[src/rtl/core/avr_pkg.sv]
// ----------------------------------------------------------------------------
// avr_pkg: shared types, constants and functions for the vector rotator
// Holds the item structs, the CORDIC cell data word, the arctangent table
// and the rounding/saturation helper used at the output.
// ----------------------------------------------------------------------------
`default_nettype none

package avr_pkg;

    // Coordinate format and pipeline depth
    localparam int COORD_W         = 32;
    localparam int ROTATION_STAGES = 16;
    localparam int STAGE_IDX_W     = 5;

    // Sine/cosine factors in Q2.30
    localparam int FRAC_W    = 30;
    localparam int COEF_W    = FRAC_W + 2;
    localparam int GAIN_COMP = 652032874;
    localparam int ONE_Q30   = 1 << FRAC_W;

    // CORDIC angle accumulator in degrees, Q.24
    localparam int ZW     = 33;
    localparam int ZSHIFT = 18;

    // Angle handling in 1/64 degree
    localparam int ANG_W        = 16;
    localparam int RED_W        = 15;
    localparam int REST_W       = 13;
    localparam int FULL_TURN    = 23040;
    localparam int QUARTER_TURN = 5760;

    // Products and their sums
    localparam int PROD_W = COORD_W + COEF_W;
    localparam int SUM_W  = PROD_W + 1;

    typedef enum logic [1:0] {
        ROT_YAW   = 2'd0,
        ROT_PITCH = 2'd1,
        ROT_ROLL  = 2'd2,
        ROT_NONE  = 2'd3
    } t_axis;

    typedef struct packed {
        logic signed [COORD_W-1:0] in_x;
        logic signed [COORD_W-1:0] in_y;
        logic signed [COORD_W-1:0] in_z;
        logic [1:0]                axis;
        logic signed [ANG_W-1:0]   angle;
    } t_in;

    typedef struct packed {
        logic signed [COORD_W-1:0] out_x;
        logic signed [COORD_W-1:0] out_y;
        logic signed [COORD_W-1:0] out_z;
    } t_out;

    // Rotation state handed from cell to cell
    typedef struct packed {
        logic signed [COEF_W-1:0] cx;
        logic signed [COEF_W-1:0] cy;
        logic signed [ZW-1:0]     cz;
    } t_cordic;

    // Item data that rides along the cell chain
    typedef struct packed {
        logic signed [COORD_W-1:0] x;
        logic signed [COORD_W-1:0] y;
        logic signed [COORD_W-1:0] z;
        logic [1:0]                axis;
        logic [1:0]                quarter;
        logic                      zero;
    } t_side;

    // atan(2^-i) in degrees, Q.24
    function automatic logic signed [ZW-1:0] atan_q24(input logic [STAGE_IDX_W-1:0] idx);
        logic [30:0] v;
        unique case (idx)
            5'd0:    v = 31'd754974720;
            5'd1:    v = 31'd445687602;
            5'd2:    v = 31'd235489088;
            5'd3:    v = 31'd119537938;
            5'd4:    v = 31'd60000934;
            5'd5:    v = 31'd30029717;
            5'd6:    v = 31'd15018523;
            5'd7:    v = 31'd7509720;
            5'd8:    v = 31'd3754917;
            5'd9:    v = 31'd1877466;
            5'd10:   v = 31'd938734;
            5'd11:   v = 31'd469367;
            5'd12:   v = 31'd234684;
            5'd13:   v = 31'd117342;
            5'd14:   v = 31'd58671;
            5'd15:   v = 31'd29335;
            5'd16:   v = 31'd14668;
            5'd17:   v = 31'd7334;
            5'd18:   v = 31'd3667;
            5'd19:   v = 31'd1833;
            5'd20:   v = 31'd917;
            5'd21:   v = 31'd458;
            5'd22:   v = 31'd229;
            5'd23:   v = 31'd115;
            5'd24:   v = 31'd57;
            5'd25:   v = 31'd29;
            5'd26:   v = 31'd14;
            5'd27:   v = 31'd7;
            5'd28:   v = 31'd4;
            5'd29:   v = 31'd2;
            5'd30:   v = 31'd1;
            default: v = 31'd0;
        endcase
        atan_q24 = ZW'(v);
    endfunction

    // Drop the fraction bits (half already added) and clamp to the coordinate range
    function automatic logic signed [COORD_W-1:0] sat_round(
        input logic signed [SUM_W-1:0] acc
    );
        logic signed [SUM_W-1:0]  sh;
        logic [SUM_W-COORD_W:0]   hi;
        sh = acc >>> FRAC_W;
        hi = sh[SUM_W-1:COORD_W-1];
        if (&hi || ~|hi) begin
            sat_round = sh[COORD_W-1:0];
        end else if (sh[SUM_W-1]) begin
            sat_round = {1'b1, {(COORD_W-1){1'b0}}};
        end else begin
            sat_round = {1'b0, {(COORD_W-1){1'b1}}};
        end
    endfunction

endpackage

`default_nettype wire

[src/rtl/core/avr_cell.sv]
// ----------------------------------------------------------------------------
// avr_cell: one CORDIC rotation cell
// Turns the running (cx, cy) pair by +-atan(2^-stage) toward a zero angle
// residue and hands the result and the item data to the next cell.
// ----------------------------------------------------------------------------
`default_nettype none

module avr_cell (
    input  wire logic                                i_clk,
    input  wire logic                                i_rst_n,
    input  wire logic                                i_en,
    input  wire logic [avr_pkg::STAGE_IDX_W-1:0]     i_stage,
    input  wire logic                                i_valid,
    input  wire avr_pkg::t_cordic                    i_data,
    input  wire avr_pkg::t_side                      i_side,
    output logic                                     o_valid,
    output avr_pkg::t_cordic                         o_data,
    output avr_pkg::t_side                           o_side
);

    logic signed [avr_pkg::COEF_W-1:0] dx;
    logic signed [avr_pkg::COEF_W-1:0] dy;
    logic signed [avr_pkg::ZW-1:0]     at;
    avr_pkg::t_cordic                  n_data;
    avr_pkg::t_cordic                  r_data;
    avr_pkg::t_side                    r_side;
    logic                              r_valid;

    // Rotate in the direction that shrinks the angle residue
    always_comb begin
        dx = i_data.cy >>> i_stage;
        dy = i_data.cx >>> i_stage;
        at = avr_pkg::atan_q24(i_stage);
        if (!i_data.cz[avr_pkg::ZW-1]) begin
            n_data.cx = i_data.cx - dx;
            n_data.cy = i_data.cy + dy;
            n_data.cz = i_data.cz - at;
        end else begin
            n_data.cx = i_data.cx + dx;
            n_data.cy = i_data.cy - dy;
            n_data.cz = i_data.cz + at;
        end
    end

    // Advance the item one cell
    always_ff @(posedge i_clk) begin
        if (!i_rst_n) begin
            r_valid <= 1'b0;
        end else if (i_en) begin
            r_valid <= i_valid;
        end
    end

    always_ff @(posedge i_clk) begin
        if (i_en) begin
            r_data <= n_data;
            r_side <= i_side;
        end
    end

    assign o_valid = r_valid;
    assign o_data  = r_data;
    assign o_side  = r_side;

endmodule

`default_nettype wire

[config.mk]
export PLATFORM = sky130hd
export DESIGN_NAME = avr_cell
export DESIGN_NICKNAME = d
export VERILOG_FILES = /design/src/rtl/core/avr_pkg.sv /design/src/rtl/core/avr_cell.sv
export SDC_FILE = /design/constraint.sdc
export NUM_CORES = 1
export LEC_CHECK = 0
export ABC_AREA = 1
export BUFFER_PORTS_ARGS = -buffer_cell sky130_fd_sc_hd__buf_2
export CAP_MARGIN = 20
export CORE_UTILIZATION = 41
export DETAILED_ROUTE_END_ITERATION = 16
export SLEW_MARGIN = 20
export SYNTH_ARGS = -nofsm -noshare
export SYNTH_HDL_FRONTEND = slang
export SYNTH_SLANG_ARGS = --single-unit
[constraint.sdc]
create_clock -name i_clk -period 9.8 [get_ports i_clk]
set_clock_uncertainty 0.1 [all_clocks]
set_input_delay 2.45 -clock i_clk [delete_from_list [all_inputs] [get_ports i_clk]]
set_output_delay 2.45 -clock i_clk [all_outputs]
set_load 0.02 [all_outputs]
After elaboration in Yosys (flattened, before gate mapping)
Memories as Yosys holds them, arrays and structs flattened.
Index checks and enable logic that the tools add are counted.
{"block": "totals", "mem_bits_rw": 0, "latchBits": 0, "ff_bits": 199, "word_cells": 20, "mem_count": 1, "in_bits": 207, "out_inout_bits": 199, "mem_bits_ro": 960}
{"block": "op_classes", "add_sub_neg": 6, "n_mux": 1, "div_mod_pow": 0, "n_eq_ne": 0, "multipliers": 0, "reduce_logical": 0, "magnitude_cmp": 0, "bitwise_logic": 0, "shifts": 2}
{"memory": "(name not given)", "depth": 32, "width": 30, "read_ports": 1, "rd_clocked_by_memory_dff": 0, "write_ports": 0, "line_no": "avr_pkg.sv:77", "rtl": "unique case (idx)"}
{"op": "$mux 97", "count": 1}
{"op": "$add 32x32->32", "count": 2}
{"op": "$sshr 32x5->32", "count": 2}
{"op": "$sub 32x32->32", "count": 2}
{"op": "$add 33x32->33", "count": 1}
{"op": "$sub 33x32->33", "count": 1}

Logic depth before layout (Yosys ltp)
Gate-level depths: netlist of run 1.
{"block": "logic_depth", "word_depth": 3, "depth_mapped": 38, "mapped_depth_nobuf": 35}

Worst setup path before layout of run 1
OpenSTA, ideal clock, no wires.
{"block": "synth_timing", "path_kind": "input -> register", "startpoint": "input i_stage[0] in the netlist's numbering", "endpoint": "register r_data, in the netlist o_data[30] (data pin)", "n_path_buf": 3, "required_time_ps": 9432, "setup_ps": 268, "cell_stages": 25, "arrival_ps": 5919, "slack_ps": 3513, "path_cell_list": "buf_6 inv_4 buf_6 buf_6 ha_1 inv_1 nand2_4 nand3_1 nand3_1 o211ai_1 ha_1 nand3_1 nor2_1 nand3_1 o21ai_2 xor2_1 ha_1 nand2_1 nor4_1 nand2_1 o211ai_1 nand2_1 nand2_1 a211oi_1 xor2_1"}
{"element": "start, declared", "line_no": "avr_cell.sv:12", "rtl": "input wire logic [avr_pkg::STAGE_IDX_W-1:0] i_stage,"}
{"element": "end signal, assigned", "line_no": "avr_cell.sv:56", "rtl": "r_data <= n_data;"}
{"element": "end, declared", "line_no": "avr_cell.sv:25", "rtl": "avr_pkg::t_cordic r_data;"}

==> results of run 1 <==
==> report_power, final <==
group          leakage (nW)  internal [W]  switching [W]
clock                 0.287      0.000341       0.000369
combinational          8.02      0.000499        0.00104
sequential             1.95       0.00114      0.0000354
==> per-layer routing <==
layer	track usage	up-vias
li1	-	9003
met1	0.379	8547
met2	0.435	686
met3	0.0425	73
met4	0.0810	4
met5	0	-
==> layout by cell type, fill, tap and decap left out, types with 4 or more instances in the layout <==
cell type	count
nand2_1	773
buf_2	404
nand3_1	337
inv_1	203
edfxtp_1	198
nor2_1	162
a21oi_1	125
xor2_1	111
ha_1	105
o21ai_0	86
xnor2_1	49
nand2_2	37
inv_2	28
nor2_2	24
nor3_1	23
nand4_1	17
clkbuf_16	17
a31oi_1	12
o21a_1	12
o21ai_1	10
nand3_2	10
buf_4	10
o211ai_1	9
nor4_1	9
a21o_1	9
inv_8	7
nor2_4	6
nand3b_1	5
a211oi_1	5
o22ai_1	4
==> sequential cells by signal (all words and copies together) (netlist names) <==
| signal | count |
|---|---|
| o_data | 97 |
| o_valid | 1 |
| o_side | 101 |
==> kinds of logic (layout without fill, tap and decap cells) <==
logic type / count (synthesis) / count (layout) / synth area share
AND/OR/NAND/NOR: 1413 / 1413 / 0.344
adder cells (fa/ha/maj): 108 / 108 / 0.0767
flip-flops: 199 / 199 / 0.333
buffers and inverters: 317 / 682 / 0.0770
AO/OA/AOI/OAI: 290 / 290 / 0.0911
other: 0 / 1 / 0
XOR/XNOR: 160 / 160 / 0.0782
==> worst max path at each step <==
stage,from,endpoint,slack (ns),cells past startpoint
CTS,i_stage[1],o_data[30],2.35,23
global route,i_stage[1],o_data[30],1.70,26
detailed placement,i_stage[1],o_data[30],1.81,23
floorplan,i_stage[0],o_data[30],3.51,25
global placement,i_stage[1],o_data[30],1.69,25
finish,i_stage[1],o_data[30],2.21,26
==> cell type report <==
type                       count  area share
tap                          585      0.0351
timing repair buffer         415       0.101
sequential                   199       0.286
inverter                     235      0.0426
multi-input combinational   1971       0.507
clock buffer                  17      0.0204
antenna                        1    0.000120
clock inverter                15     0.00744
==> per-stage QoR <==
| stage | utilization | instances | power [W] | hold WS, ns | instance area (um^2) |
|---|---|---|---|---|---|
| after floorplan | - | 2487 | 0.00224 | 0.506 | 17900 |
| after global placement | 0.470 | 3405 | 0.00271 | 0.435 | 20300 |
| after detailed placement | 0.470 | 3405 | 0.00271 | 0.448 | 20300 |
| after CTS | 0.484 | 3437 | 0.00344 | 0.469 | 20800 |
| after global routing | 0.484 | 3438 | 0.00363 | 0.522 | 20900 |
| final | 0.484 | 3438 | 0.00342 | 0.473 | 20900 |
==> tightest hold or removal path, cell delays in order (launching register included) <==
cell and delay (ns):
dfxtp_1 0.32, o21ai_0 0.16, a21oi_1 0.05
==> flow_summary.json, run 1 <==
{
  "nFillCells": 4476,
  "ys.flop_type": "edfxtp_1",
  "ctsResizeCount": 0,
  "area_delta_synth_final_pct": 16.4,
  "wl_per_cell_um": 17.9,
  "synth.ff_latch_count": 199,
  "powerDensity_mw_per_mm2": 164,
  "wl_um": 61600,
  "dr_wl_met2_um": 27900,
  "vias_per_cell": 5.33,
  "crit_path_frequent_cell": "nand2_1",
  "clkLatencyLatePin_ns": 0.49,
  "first_iter_violations": 1591,
  "route.antenna.remaining_nets": 0,
  "fmax_ghz": 0.132,
  "r2r_cells": 2,
  "tightest_slew_ns": 0.968,
  "topRoutingLayerUsed": "met5",
  "dieHeight_um": 211,
  "async_reset_ff_frac": 0,
  "synth.distinct_cells": 54,
  "drc": 0,
  "seqCellArea_mm2": 0.00597,
  "hold_path_class": "flop to flop",
  "pre_cts_slack_ns": 1.81,
  "syn-cell-area_mm2": 0.0179,
  "crit_required_ns": 9.93,
  "critical-path-slowest-cell": "clkinv_2",
  "crit_type": "primary input to flop",
  "port_buffers": 405,
  "critPathTopFamily": "simple AND/OR/NAND/NOR gates",
  "fin_crit_sh": 0.774,
  "drt-met1-wl_um": 28300,
  "grt_max_degree": 77,
  "yosysMostFrequentCell": "nand2_1",
  "gp_congestion": 0.983,
  "h-tree-depth": 4,
  "cts-buffers-inserted": 17,
  "max_cap_violations": 0,
  "coreArea_mm2": 0.0431,
  "ys_top_cells_by_count": "nand2_1, nand3_1, inv_1",
  "period_minus_slack_ns": 7.59,
  "leakage_nw": 10.2,
  "ff2ff_setup_slack_ns": 9.00,
  "path_buf_inv": 5,
  "dr_wl_met3_um": 4180,
  "crit_fanout": 61,
  "finalSetupViolCount": 0,
  "grt_usage": 0.273,
  "start_util": 0.416,
  "holdPathStages": 2,
  "ios": 406,
  "yosysSeqAreaShare": 0.333,
  "clockRootBuffer": "clkbuf_16",
  "multi_input_area_mm2": 0.0106,
  "ys_warn_count": 0,
  "postSynthCellCount": 2487,
  "avgSynthCellArea_um2": 7.20,
  "postCtsSetupBuffers": 0,
  "hold_viol": 0,
  "synth_edf_count": 198,
  "cp.arrival_ns": 7.72,
  "netlist.area_leader.share": 0.332,
  "critPathMaxStageDelay_ns": 0.67,
  "clock_path_buffers": 2,
  "grt_setup_unrepaired": "false",
  "dr.pass1.iters": 6,
  "hp-start": "o_valid",
  "rows": 76,
  "cts_hold_buf": 0,
  "clock_sinks": 199,
  "num_vias": 18313,
  "nets": 3154,
  "slew_violations": 0,
  "grt_pass1_wl_um": 94000,
  "dieArea_mm2": 0.0445,
  "dp_hpwl_um": 49600,
  "tritoncts": "done",
  "final_layout_size_suffix_gt1_frac": 0.199,
  "whs_endpoint": "o_valid",
  "synth_area_leaders": "edfxtp_1, nand2_1, nand3_1, ha_1, xor2_1",
  "setup_tns_ns": 0,
  "status": "complete, no violations",
  "fin_ws_ns": 2.21,
  "rr_endpoint": "o_valid",
  "die_w_um": 211,
  "clkTransAtPathRegs_ns": 0.08,
  "grt_pass1_vias": 17115,
  "antenna_found_initial": 3,
  "crit_path_end_kind": "flop",
  "synth_area_leader_cell": "edfxtp_1",
  "r2r-start": "o_valid",
  "crit_path_start_kind": "primary input",
  "timing.max_slew.rel_slack": 0.355,
  "synth_fp_nets": 2802,
  "ir_drop_v": 0.000113,
  "grt.overflow.total": 0
}
No activity file was read; power rests on OpenSTA's default activity.
==> run 2, diff against run 1 <==
- clock period: 9.8 -> 7.2 ns (I/O delays scaled with it)
==> run 2 against run 1 <==
Effect of this change: clock power rose by 38%; cell area up 1.2%; sequential share of layout area fell by 0.35 points; largest power group unchanged; sequential power increased by 36%; worst setup slack worse by 1.3 ns; power rose by 38%; first-iteration DRC count shrank 9.1%; count of clock-buffer cells in the layout did not move; critical endpoint is now o_data[96]; largest cell class unchanged.
==> flow_summary.json, run 2 (synthesis gave the netlist of run 1 again) <==
{
  "status": "complete, no violations",
  "ir_drop_v": 0.000161,
  "fin_ws_ns": 0.930,
  "hold_viol": 0,
  "crit_path_frequent_cell": "nand2_1",
  "grt_max_degree": 115,
  "tritoncts": "done",
  "crit_path_end_kind": "flop",
  "coreArea_mm2": 0.0431,
  "h-tree-depth": 4,
  "dieHeight_um": 211,
  "p_int_w": 0.00273,
  "drc": 0,
  "ff2ff_setup_slack_ns": 6.45,
  "holdPathStages": 2,
  "wl_um": 62400,
  "ctsResizeCount": 0,
  "pre_cts_slack_ns": 0.484,
  "power_w": 0.00472,
  "slew_violations": 0,
  "wl_per_cell_um": 18.0,
  "clockRootBuffer": "clkbuf_16",
  "crit_fanout": 37,
  "clkTransAtPathRegs_ns": 0.08,
  "vias_per_cell": 5.32,
  "clock_path_buffers": 2,
  "grt.overflow.total": 0,
  "critPathMaxStageDelay_ns": 0.55,
  "area_delta_synth_final_pct": 17.8,
  "nFillCells": 4450,
  "nets": 3182,
  "r2r_cells": 2,
  "hp-start": "o_valid",
  "p_seq_frac": 0.340,
  "dr.pass1.iters": 9,
  "dp_hpwl_um": 51200,
  "tightest_slew_ns": 0.840,
  "p_sw_w": 0.00199,
  "crit_type": "primary input to flop",
  "cts_hold_buf": 0,
  "fin_crit_sh": 0.871,
  "rows": 76,
  "crit_required_ns": 7.34,
  "utilization": 0.490,
  "num_vias": 18420,
  "rr_endpoint": "o_valid",
  "netSwitchingFraction": 0.421,
  "ios": 406,
  "cts-buffers-inserted": 17,
  "grt_pass1_wl_um": 95200,
  "final_layout_size_suffix_gt1_frac": 0.207,
  "finalSetupViolCount": 0,
  "leakage_nw": 10.4,
  "crit_path_start_kind": "primary input",
  "postCtsSetupBuffers": 0,
  "powerDensity_mw_per_mm2": 224,
  "critical-path-slowest-cell": "inv_2",
  "cp.arrival_ns": 6.41,
  "gp_congestion": 0.983,
  "first_iter_violations": 1446,
  "period_minus_slack_ns": 6.27,
  "clock_sinks": 199,
  "combPwrFrac": 0.453,
  "grt_pass1_vias": 17241,
  "port_buffers": 405,
  "setup_tns_ns": 0,
  "timing.max_slew.rel_slack": 0.439,
  "hold_ws_ns": 0.443,
  "fmax_ghz": 0.160,
  "route.antenna.remaining_nets": 0,
  "final_common_cell": "nand2_1",
  "clkPwrFrac": 0.207,
  "die_w_um": 211,
  "antenna_found_initial": 1,
  "antennaDiodeCount": 0,
  "final_cell_mix": "nand2_1, buf_2, nand3_1",
  "grt_usage": 0.277,
  "dieArea_mm2": 0.0445,
  "whs_endpoint": "o_valid",
  "r2r-start": "o_valid",
  "grt_setup_unrepaired": "false",
  "start_util": 0.416,
  "max_cap_violations": 0,
  "clkLatencyLatePin_ns": 0.50,
  "largest_reg_flops": 101,
  "hold_path_class": "flop to flop"
}
## run 2: through the flow
step,cell area (um^2),cells
finish,21100,3465
global route,21100,3465
CTS,21100,3465
detailed placement,20500,3433
global placement,20500,3433
floorplan,17900,2487
## run 2: layout make-up
type	count	area, um^2	share of cell area
Multi-Input combinational cell	1971	10600	0.501
Sequential cell	199	5970	0.283
Timing Repair Buffer	443	2350	0.111
Inverter	235	887	0.0420
Tap cell	585	732	0.0347
Clock buffer	17	425	0.0202
Clock inverter	15	179	0.00848
## run 2: critical path, delay by kind of cell
family                     cells  cell delay, ns
AOI/OAI and AO/OA              3            0.60
xor gates and xnor gates       1            0.22
adders and majority gates      2            0.52
buffers and inverters          5            1.20
and+or+nand+nor               19            2.02
## run 2: layer usage
| layer | routed length (um) | track usage | vias to the layer above |
|---|---|---|---|
| met5 | 13 | 0 | - |
| met4 | 1340 | 0.0822 | 2 |
| met3 | 4160 | 0.0407 | 71 |
| met2 | 28700 | 0.453 | 727 |
| met1 | 28100 | 0.378 | 8527 |
| li1 | - | - | 9093 |
## run 2: power by group through the flow
stage / clock network [W] / registers, W / logic [W]
2_1_floorplan: 0 / 0.00190 / 0.00116
3_3_place_gp: 0 / 0.00163 / 0.00211
3_5_place_dp: 0 / 0.00163 / 0.00211
4_1_cts: 0.00102 / 0.00161 / 0.00212
5_1_grt: 0.00105 / 0.00162 / 0.00234
6_report: 0.000977 / 0.00161 / 0.00214
## run 2: worst max path at each step
stage,from,end,slack (ns),cells past startpoint
finish,i_stage[1],o_data[96],0.93,30
CTS,i_stage[1],o_data[96],1.04,31
global route,i_stage[1],o_data[96],0.43,33
floorplan,i_stage[0],o_data[30],1.56,25
detailed placement,i_stage[1],o_data[96],0.48,31
global placement,i_stage[1],o_data[96],0.52,31
